$ cat config.mk
export PLATFORM = sky130hd
export DESIGN_NAME = wildcard_pattern_matcher
export DESIGN_NICKNAME = d
export VERILOG_FILES = /design/src/design/wpm_pkg.sv /design/src/design/wpm_cell.sv /design/src/design/wildcard_pattern_matcher.sv
export VERILOG_INCLUDE_DIRS = /design/src /design/src/design
export SDC_FILE = /design/constraint.sdc
export NUM_CORES = 2
export LEC_CHECK = 0
export BUFFER_PORTS_ARGS = -buffer_cell sky130_fd_sc_hd__buf_2
export CORE_ASPECT_RATIO = 0.7
export CORE_MARGIN = 1.5
export CORE_UTILIZATION = 55
export DETAILED_ROUTE_END_ITERATION = 16
export HOLD_SLACK_MARGIN = 0.02
export PLACE_DENSITY = 0.8
export SLEW_MARGIN = 25
export SYNTH_ARGS = -nofsm -noshare
export SYNTH_HDL_FRONTEND = slang
export SYNTH_SLANG_ARGS = --single-unit
export TNS_END_PERCENT = 50
$ cat constraint.sdc
create_clock -name clk -period 6.7 [get_ports clk]
set_input_delay 1.34 -clock clk [delete_from_list [all_inputs] [get_ports clk]]
set_output_delay 1.34 -clock clk [all_outputs]
set_load 0.005 [all_outputs]
$ cat src/design/wildcard_pattern_matcher_assert.svh
// Assertion macros used by the wildcard pattern matcher top level.
`ifndef WILDCARD_PATTERN_MATCHER_ASSERT_SVH
`define WILDCARD_PATTERN_MATCHER_ASSERT_SVH

// Same-cycle implication, sampled on clk and disabled while arst_n is low.
`define WPM_ASSERT_NOW(lbl, ante, cons, msg) \
	lbl: assert property (@(posedge clk) disable iff (!arst_n) (ante) |-> (cons)) \
		else $error(msg);

// Next-cycle implication, sampled on clk and disabled while arst_n is low.
`define WPM_ASSERT_NEXT(lbl, ante, cons, msg) \
	lbl: assert property (@(posedge clk) disable iff (!arst_n) (ante) |=> (cons)) \
		else $error(msg);

`endif

$ cat src/design/wpm_pkg.sv
// Package with operation codes, special bytes and the token type of the matcher.
`default_nettype none
package wpm_pkg;

	// Operation codes carried on the input tuser.
	localparam logic [1:0] OP_CLEAR  = 2'd0;
	localparam logic [1:0] OP_APPEND = 2'd1;
	localparam logic [1:0] OP_START  = 2'd2;
	localparam logic [1:0] OP_TEXT   = 2'd3;

	// Wildcard bytes of the pattern.
	localparam logic [7:0] STAR_BYTE  = 8'h2A;
	localparam logic [7:0] QMARK_BYTE = 8'h3F;

	// Token that moves one cell along the chain in every cycle while the chain is enabled.
	typedef struct packed {
		logic       vld;    // a transaction occupies this slot
		logic [1:0] op;     // operation code
		logic [7:0] ch;     // pattern or text byte
		logic       store;  // append that really writes a pattern byte
		logic       col;    // column bit of the last pattern cell passed so far
		logic       ovf;    // sticky overflow flag as seen by this transaction
	} tok_t;

endpackage
`default_nettype wire

$ cat src/design/wpm_cell.sv
// One pattern position of the matcher: pattern byte, column bits and a token stage.
`default_nettype none
module wpm_cell
	import wpm_pkg::*;
#(
	parameter int IDX_W      = 6,
	parameter int CELL_INDEX = 0
) (
	input  wire logic             clk,
	input  wire logic             arst_n,
	input  wire logic             en,
	input  wire tok_t             tok_in,
	input  wire logic [IDX_W-1:0] idx_in,
	output tok_t                  tok_out,
	output logic      [IDX_W-1:0] idx_out
);

	localparam logic [IDX_W-1:0] MY_IDX = IDX_W'(CELL_INDEX);

	logic [7:0]       pb_q;
	logic             vld_q;
	logic             diag_q;   // previous column bit of the prefix one shorter
	logic             col_q;    // previous column bit of this prefix
	tok_t             tok_q;
	logic [IDX_W-1:0] idx_q;

	logic       hit;
	logic [7:0] pb_eff;
	logic       vld_eff;
	logic       fresh;
	tok_t       tok_next;

	// Pattern contents as they stand after this transaction.
	always_comb begin
		hit     = (tok_in.op == OP_APPEND) && tok_in.store && (idx_in == MY_IDX);
		pb_eff  = hit ? tok_in.ch : pb_q;
		unique case (tok_in.op)
			OP_CLEAR:  vld_eff = 1'b0;
			OP_APPEND: vld_eff = vld_q | hit;
			default:   vld_eff = vld_q;
		endcase
	end

	// Column recurrence: text bytes advance it, every other operation rebuilds the
	// empty-text column.
	always_comb begin
		if (tok_in.op != OP_TEXT) begin
			fresh = tok_in.col && (pb_eff == STAR_BYTE);
		end else if (pb_eff == QMARK_BYTE) begin
			fresh = diag_q;
		end else if (pb_eff == STAR_BYTE) begin
			fresh = diag_q | col_q | tok_in.col;
		end else begin
			fresh = diag_q && (pb_eff == tok_in.ch);
		end
		tok_next     = tok_in;
		tok_next.col = vld_eff ? fresh : tok_in.col;
	end

	// Cell state follows each transaction that passes.
	always_ff @(posedge clk or negedge arst_n) begin
		if (!arst_n) begin
			vld_q  <= 1'b0;
			diag_q <= 1'b0;
			col_q  <= 1'b0;
		end else if (en && tok_in.vld) begin
			vld_q  <= vld_eff;
			diag_q <= tok_in.col;
			col_q  <= fresh;
		end
	end

	// Pattern byte needs no reset; it is read only once the cell is valid.
	always_ff @(posedge clk) begin
		if (en && tok_in.vld && hit) begin
			pb_q <= tok_in.ch;
		end
	end

	// Token stage toward the next cell.
	always_ff @(posedge clk or negedge arst_n) begin
		if (!arst_n) begin
			tok_q <= '0;
			idx_q <= '0;
		end else if (en) begin
			tok_q <= tok_next;
			idx_q <= idx_in;
		end
	end

	assign tok_out = tok_q;
	assign idx_out = idx_q;

endmodule
`default_nettype wire

$ cat src/design/wildcard_pattern_matcher.sv
// Top level of the wildcard pattern matcher: entry logic, cell chain and output skid.
//
// Input channel s_*: tuser carries the operation (clear pattern, append pattern
// byte, start text, text byte), tdata carries the byte. Output channel m_*:
// one transaction for every start-text and text-byte operation, in input order,
// with the whole-pattern match bit and the sticky overflow flag. Clear and append
// produce no output transaction.
// Each operation walks through a chain of MAX_PATTERN cells, one cell per cycle
// while the chain is not held; cell k holds pattern byte k and its column bits
// and updates them as the transaction passes. A result passes the token stage
// of every cell and then the output register before it appears on m_tvalid.
// Throughput is one transaction per cycle while the output is taken.
// An output register with a one-entry skid buffer sits behind the chain, so the
// input keeps accepting while one result waits; the whole chain holds only once
// the skid buffer is full.
// Reset clears the pattern length, the overflow flag, every cell valid bit and
// the chain tokens; no clearing pass is needed and input is accepted at once.
`default_nettype none
module wildcard_pattern_matcher
	import wpm_pkg::*;
#(
	parameter int MAX_PATTERN = 64
) (
	input  wire logic       clk,
	input  wire logic       arst_n,
	input  wire logic       s_tvalid,
	output logic            s_tready,
	input  wire logic [7:0] s_tdata,   // [7:0] char_value
	input  wire logic [1:0] s_tuser,   // [1:0] operation
	output logic            m_tvalid,
	input  wire logic       m_tready,
	output logic      [7:0] m_tdata    // [0] matched, [1] overflow, [7:2] zero
);

	localparam int LEN_W = $clog2(MAX_PATTERN + 1);
	localparam int IDX_W = (MAX_PATTERN > 1) ? $clog2(MAX_PATTERN) : 1;
	localparam logic [LEN_W-1:0] LEN_MAX = LEN_W'(MAX_PATTERN);

	logic [LEN_W-1:0] len_q;
	logic             ovf_q;
	logic             ovf_next;
	logic             full;
	logic             en;
	logic             accept;
	tok_t             entry_tok;

	tok_t             chain_tok [0:MAX_PATTERN];
	logic [IDX_W-1:0] chain_idx [0:MAX_PATTERN];

	logic       push;
	logic [1:0] push_data;
	logic       pop;
	logic       m_valid_q;
	logic [1:0] m_data_q;
	logic       sk_valid_q;
	logic [1:0] sk_data_q;

	// The chain advances as long as the skid buffer is free.
	assign en       = !sk_valid_q;
	assign s_tready = en;
	assign accept   = s_tvalid && s_tready;
	assign full     = (len_q == LEN_MAX);

	// Overflow flag as left by the incoming transaction.
	always_comb begin
		unique case (s_tuser)
			OP_CLEAR:  ovf_next = 1'b0;
			OP_APPEND: ovf_next = ovf_q | full;
			default:   ovf_next = ovf_q;
		endcase
	end

	// Token that enters the first cell.
	always_comb begin
		entry_tok.vld   = accept;
		entry_tok.op    = s_tuser;
		entry_tok.ch    = s_tdata;
		entry_tok.store = (s_tuser == OP_APPEND) && !full;
		entry_tok.col   = (s_tuser != OP_TEXT);
		entry_tok.ovf   = ovf_next;
	end

	// Pattern length and overflow flag, kept at the chain entry.
	always_ff @(posedge clk or negedge arst_n) begin
		if (!arst_n) begin
			len_q <= '0;
			ovf_q <= 1'b0;
		end else if (accept) begin
			ovf_q <= ovf_next;
			if (s_tuser == OP_CLEAR) begin
				len_q <= '0;
			end else if (entry_tok.store) begin
				len_q <= len_q + LEN_W'(1);
			end
		end
	end

	assign chain_tok[0] = entry_tok;
	assign chain_idx[0] = len_q[IDX_W-1:0];

	// Row of pattern cells.
	for (genvar k = 0; k < MAX_PATTERN; k++) begin : g_cell
		wpm_cell #(
			.IDX_W      (IDX_W),
			.CELL_INDEX (k)
		) u_cell (
			.clk     (clk),
			.arst_n  (arst_n),
			.en      (en),
			.tok_in  (chain_tok[k]),
			.idx_in  (chain_idx[k]),
			.tok_out (chain_tok[k+1]),
			.idx_out (chain_idx[k+1])
		);
	end

	// Results leave the chain for start-text and text-byte operations only.
	assign push = en && chain_tok[MAX_PATTERN].vld &&
		((chain_tok[MAX_PATTERN].op == OP_START) || (chain_tok[MAX_PATTERN].op == OP_TEXT));
	assign push_data = {chain_tok[MAX_PATTERN].ovf, chain_tok[MAX_PATTERN].col};
	assign pop       = m_valid_q && m_tready;

	// Output register with skid buffer.
	always_ff @(posedge clk or negedge arst_n) begin
		if (!arst_n) begin
			m_valid_q  <= 1'b0;
			sk_valid_q <= 1'b0;
		end else if (!m_valid_q || pop) begin
			if (sk_valid_q) begin
				m_valid_q  <= 1'b1;
				sk_valid_q <= 1'b0;
			end else begin
				m_valid_q <= push;
			end
		end else if (push) begin
			sk_valid_q <= 1'b1;
		end
	end

	always_ff @(posedge clk) begin
		if (!m_valid_q || pop) begin
			if (sk_valid_q) begin
				m_data_q <= sk_data_q;
			end else if (push) begin
				m_data_q <= push_data;
			end
		end else if (push) begin
			sk_data_q <= push_data;
		end
	end

	assign m_tvalid = m_valid_q;
	assign m_tdata  = {6'd0, m_data_q};

	// Checks on the entry bookkeeping and the output buffer.
`include "wildcard_pattern_matcher_assert.svh"

	`WPM_ASSERT_NOW(a_len_bound, 1'b1, len_q <= LEN_MAX, "pattern length beyond capacity")
	`WPM_ASSERT_NEXT(a_clear_len, accept && (s_tuser == OP_CLEAR), (len_q == '0) && !ovf_q, "clear did not empty the pattern")
	`WPM_ASSERT_NEXT(a_full_ovf, accept && (s_tuser == OP_APPEND) && full, ovf_q && full, "append at capacity did not set overflow")
	`WPM_ASSERT_NOW(a_skid_behind, sk_valid_q, m_valid_q, "skid buffer holds data while output register is empty")

endmodule
`default_nettype wire
==> flow_summary.toml <==
[flow_run]
cap_violations = 0

[worst_hold_path]
holdPathStages = 2
min_path_type = "reg -> reg"

[floorplan]
die_area_sq_um = 156000
die_w_um = 472
initial_core_util_pct = 55.4
core_area_sq_um = 153000
fp.dieH_um = 331
row_count = 120
pin_count = 24

[detailed_routing]
drtIter0Drc = 4097
ant_nets = 0
post_drt_wl_per_cell_um = 19.2
vias = 50336
first_pass_iters = 6
viasPerCell = 6.02
drc = 0
wl_um = 160000

[clocking]
cts_hold_buf = 0
clkTransAtPathRegs_ns = 0.06
clk_latency_ns = 0.81
cts_htree_levels = 4
postCtsSetupRepairBufs = 0
clockBufferDepth = 3
root_buffer = "clkbuf_16"
cts.sinks = 1982
cts_resized = 0
cts_tree = "done"
cts_made_buffers = 179

[layout]
syn_to_final_growth_pct = 9.78
final_nets = 6210
mostFrequentLayoutCell = "dfrtp_1"
layout_common_cells = "1465 x dfrtp_1, 1194 x mux2_2, 516 x edfxtp_1"
finish.utilization_pct = 60.8
fillers = 11315
final_layout_size_suffix_gt1_share_pct = 24.6

[worst_setup_path]
worstSetupStartpoint = "sk_valid_q"
start_kind = "flop"
reg2reg_depth = 5
reg2reg_to = "g_cell[10].u_cell.tok_out[1]"
end_kind = "flop"
critical_path_required_ns = 7.38
reg2reg_setup_slack_ns = 2.80
crit_end = "g_cell[10].u_cell.tok_out[1]"
crit_path_max_fanout = 181
crit_type = "reg -> reg"
critPathArrivalTime_ns = 4.57
r2r_start = "sk_valid_q"

[synthesis]
ys.flop_type = "dfrtp_1"
ys_types = 76
synth_edf_count = 516
syn-cell-area_sq_um = 84600
async_flop_share_pct = 74.0
avgSynthCellArea_sq_um = 13.8
yosysSeqAreaShare_pct = 61.6
yosys_warnings = 0
ys_seq_elements = 1982
syn_inst = 6152

[timing]
final-max-slew-violation-count = 0
setup_viol_count_final = 0
timing.final.crit_share_pct = 58.2
skew_ns = 0.0282
setup_tns_ns = 0
finalHoldViolCount = 0
min_period_ns = 3.90
tightest_slew_ns = 1.08
maxClockFrequency_ghz = 0.257
rsz0062_at_grt = "no"
max_slew_margin_pct = 28.0
whs_ns = 0.480

[power_and_ir_drop]
peakVddDrop_uv = 263
p_leak_nw = 37.5
powerDensity_nw_per_um2 = 270
finalPower_w = 0.0251

[placed_design]
gp_congestion = 0.827
dpl.hpwl_um = 104000
io_buffers = 17

[global_routing]
grt_max_degree = 194
antenna_found_initial = 0
grt.total_usage_pct = 20.5
grt_overflow = 0
grt_pass1_vias = 51008
grt_pass1_wl_um = 270000

[outcome]
status = "finished, final reports clean"
-- cell usage after synthesis (54+ instances only) --
cell	instances	area share [%]
a31oi_1	57	0.42
clkbuf_1	178	0.79
dfrtp_1	1466	43
edfxtp_1	516	18
mux2_2	1194	16
nand2_1	386	1.7
nand3_1	99	0.59
nand4_1	161	1.2
nor2_1	233	1.0
nor3_1	98	0.58
nor4_1	67	0.50
nor4bb_1	57	0.67
o21ai_0	174	1.0
o22ai_1	66	0.49
o31ai_1	56	0.50
o32a_1	54	0.64
or3_1	54	0.40
or4_1	65	0.58
xnor2_1	385	4.0
xor2_1	113	1.2
-- metrics by stage --
stage                     setup slack (ns)  instances  instance area [sq um]
after floorplan                       3.66       6157                  84700
after global placement                2.98       8024                  86900
after detailed placement              2.93       8024                  86900
after CTS                             2.88       8360                  92800
after global routing                  2.60       8362                  92900
final                                 2.80       8363                  92900
-- state kept, by name, indices dropped and copies added, names as in the netlist --
signal / cells
sk_data_q: 2
g_cell.u_cell.diag_q: 64
len_q: 7
g_cell.u_cell.vld_q: 64
ovf_q: 1
g_cell.u_cell.idx_out: 378
m_data_q: 2
g_cell.u_cell.pb_q: 512
m_tvalid: 1
g_cell.u_cell.col_q: 64
sk_valid_q: 1
g_cell.u_cell.tok_out: 886
-- worst max-delay path, cell delays in order (launching register included) --
cell and delay, ns:
dfrtp_4 0.82, buf_12 0.67, buf_4 0.78, buf_4 0.74, nor2_1 0.11, a221o_1 0.35
-- worst min path at each step --
stage                                             start                            end  slack (ns)
final                     g_cell[12].u_cell.tok_out[13]  g_cell[12].u_cell.tok_out[13]        0.48
after floorplan            g_cell[63].u_cell.tok_out[1]                   sk_data_q[0]        0.43
after CTS                 g_cell[62].u_cell.tok_out[13]  g_cell[62].u_cell.tok_out[13]        0.48
after global routing      g_cell[57].u_cell.tok_out[13]  g_cell[57].u_cell.tok_out[13]        0.50
after detailed placement   g_cell[0].u_cell.tok_out[13]   g_cell[0].u_cell.tok_out[13]        0.47
after global placement          g_cell[62].u_cell.vld_q        g_cell[62].u_cell.vld_q        0.45
-- kinds of logic after synthesis --
group,Yosys count,share of synthesized area [%]
flops,1982,61.6
other cells,1,0.00443
fa+ha+maj,2,0.0296
compound gates,673,5.76
mux,1226,16.3
simple gates,1529,10.1
xor+xnor,498,5.15
buf+inv,241,1.10
-- cell type report --
class	count	area, sq um	share of cell area, %
clock buffers	254	5180	5.57
flip-flops and latches	1982	52200	56.2
well taps	2013	2520	2.71
multi-input cells	3934	31600	34.0
inverters	49	189	0.203
clock inverters	82	721	0.776
diodes	1	2.50	0.00269
repair buffers	48	543	0.584
-- layer usage --
layer / part of all wire, % / global-route usage (%)
met5: 0 / 0
met4: 1.5 / 4.65
met3: 4.6 / 3.32
met2: 44 / 29.8
met1: 50 / 32.4
-- power breakdown --
group	internal [W]	total (W)	leakage (nW)	switching [W]
logic	0.000625	0.00115	11.5	0.000529
registers	0.0130	0.0137	23.1	0.000690
clock network	0.00576	0.0102	2.93	0.00448
total	0.0194	0.0251	37.5	0.00570
Power figures use the tool's default switching activity.
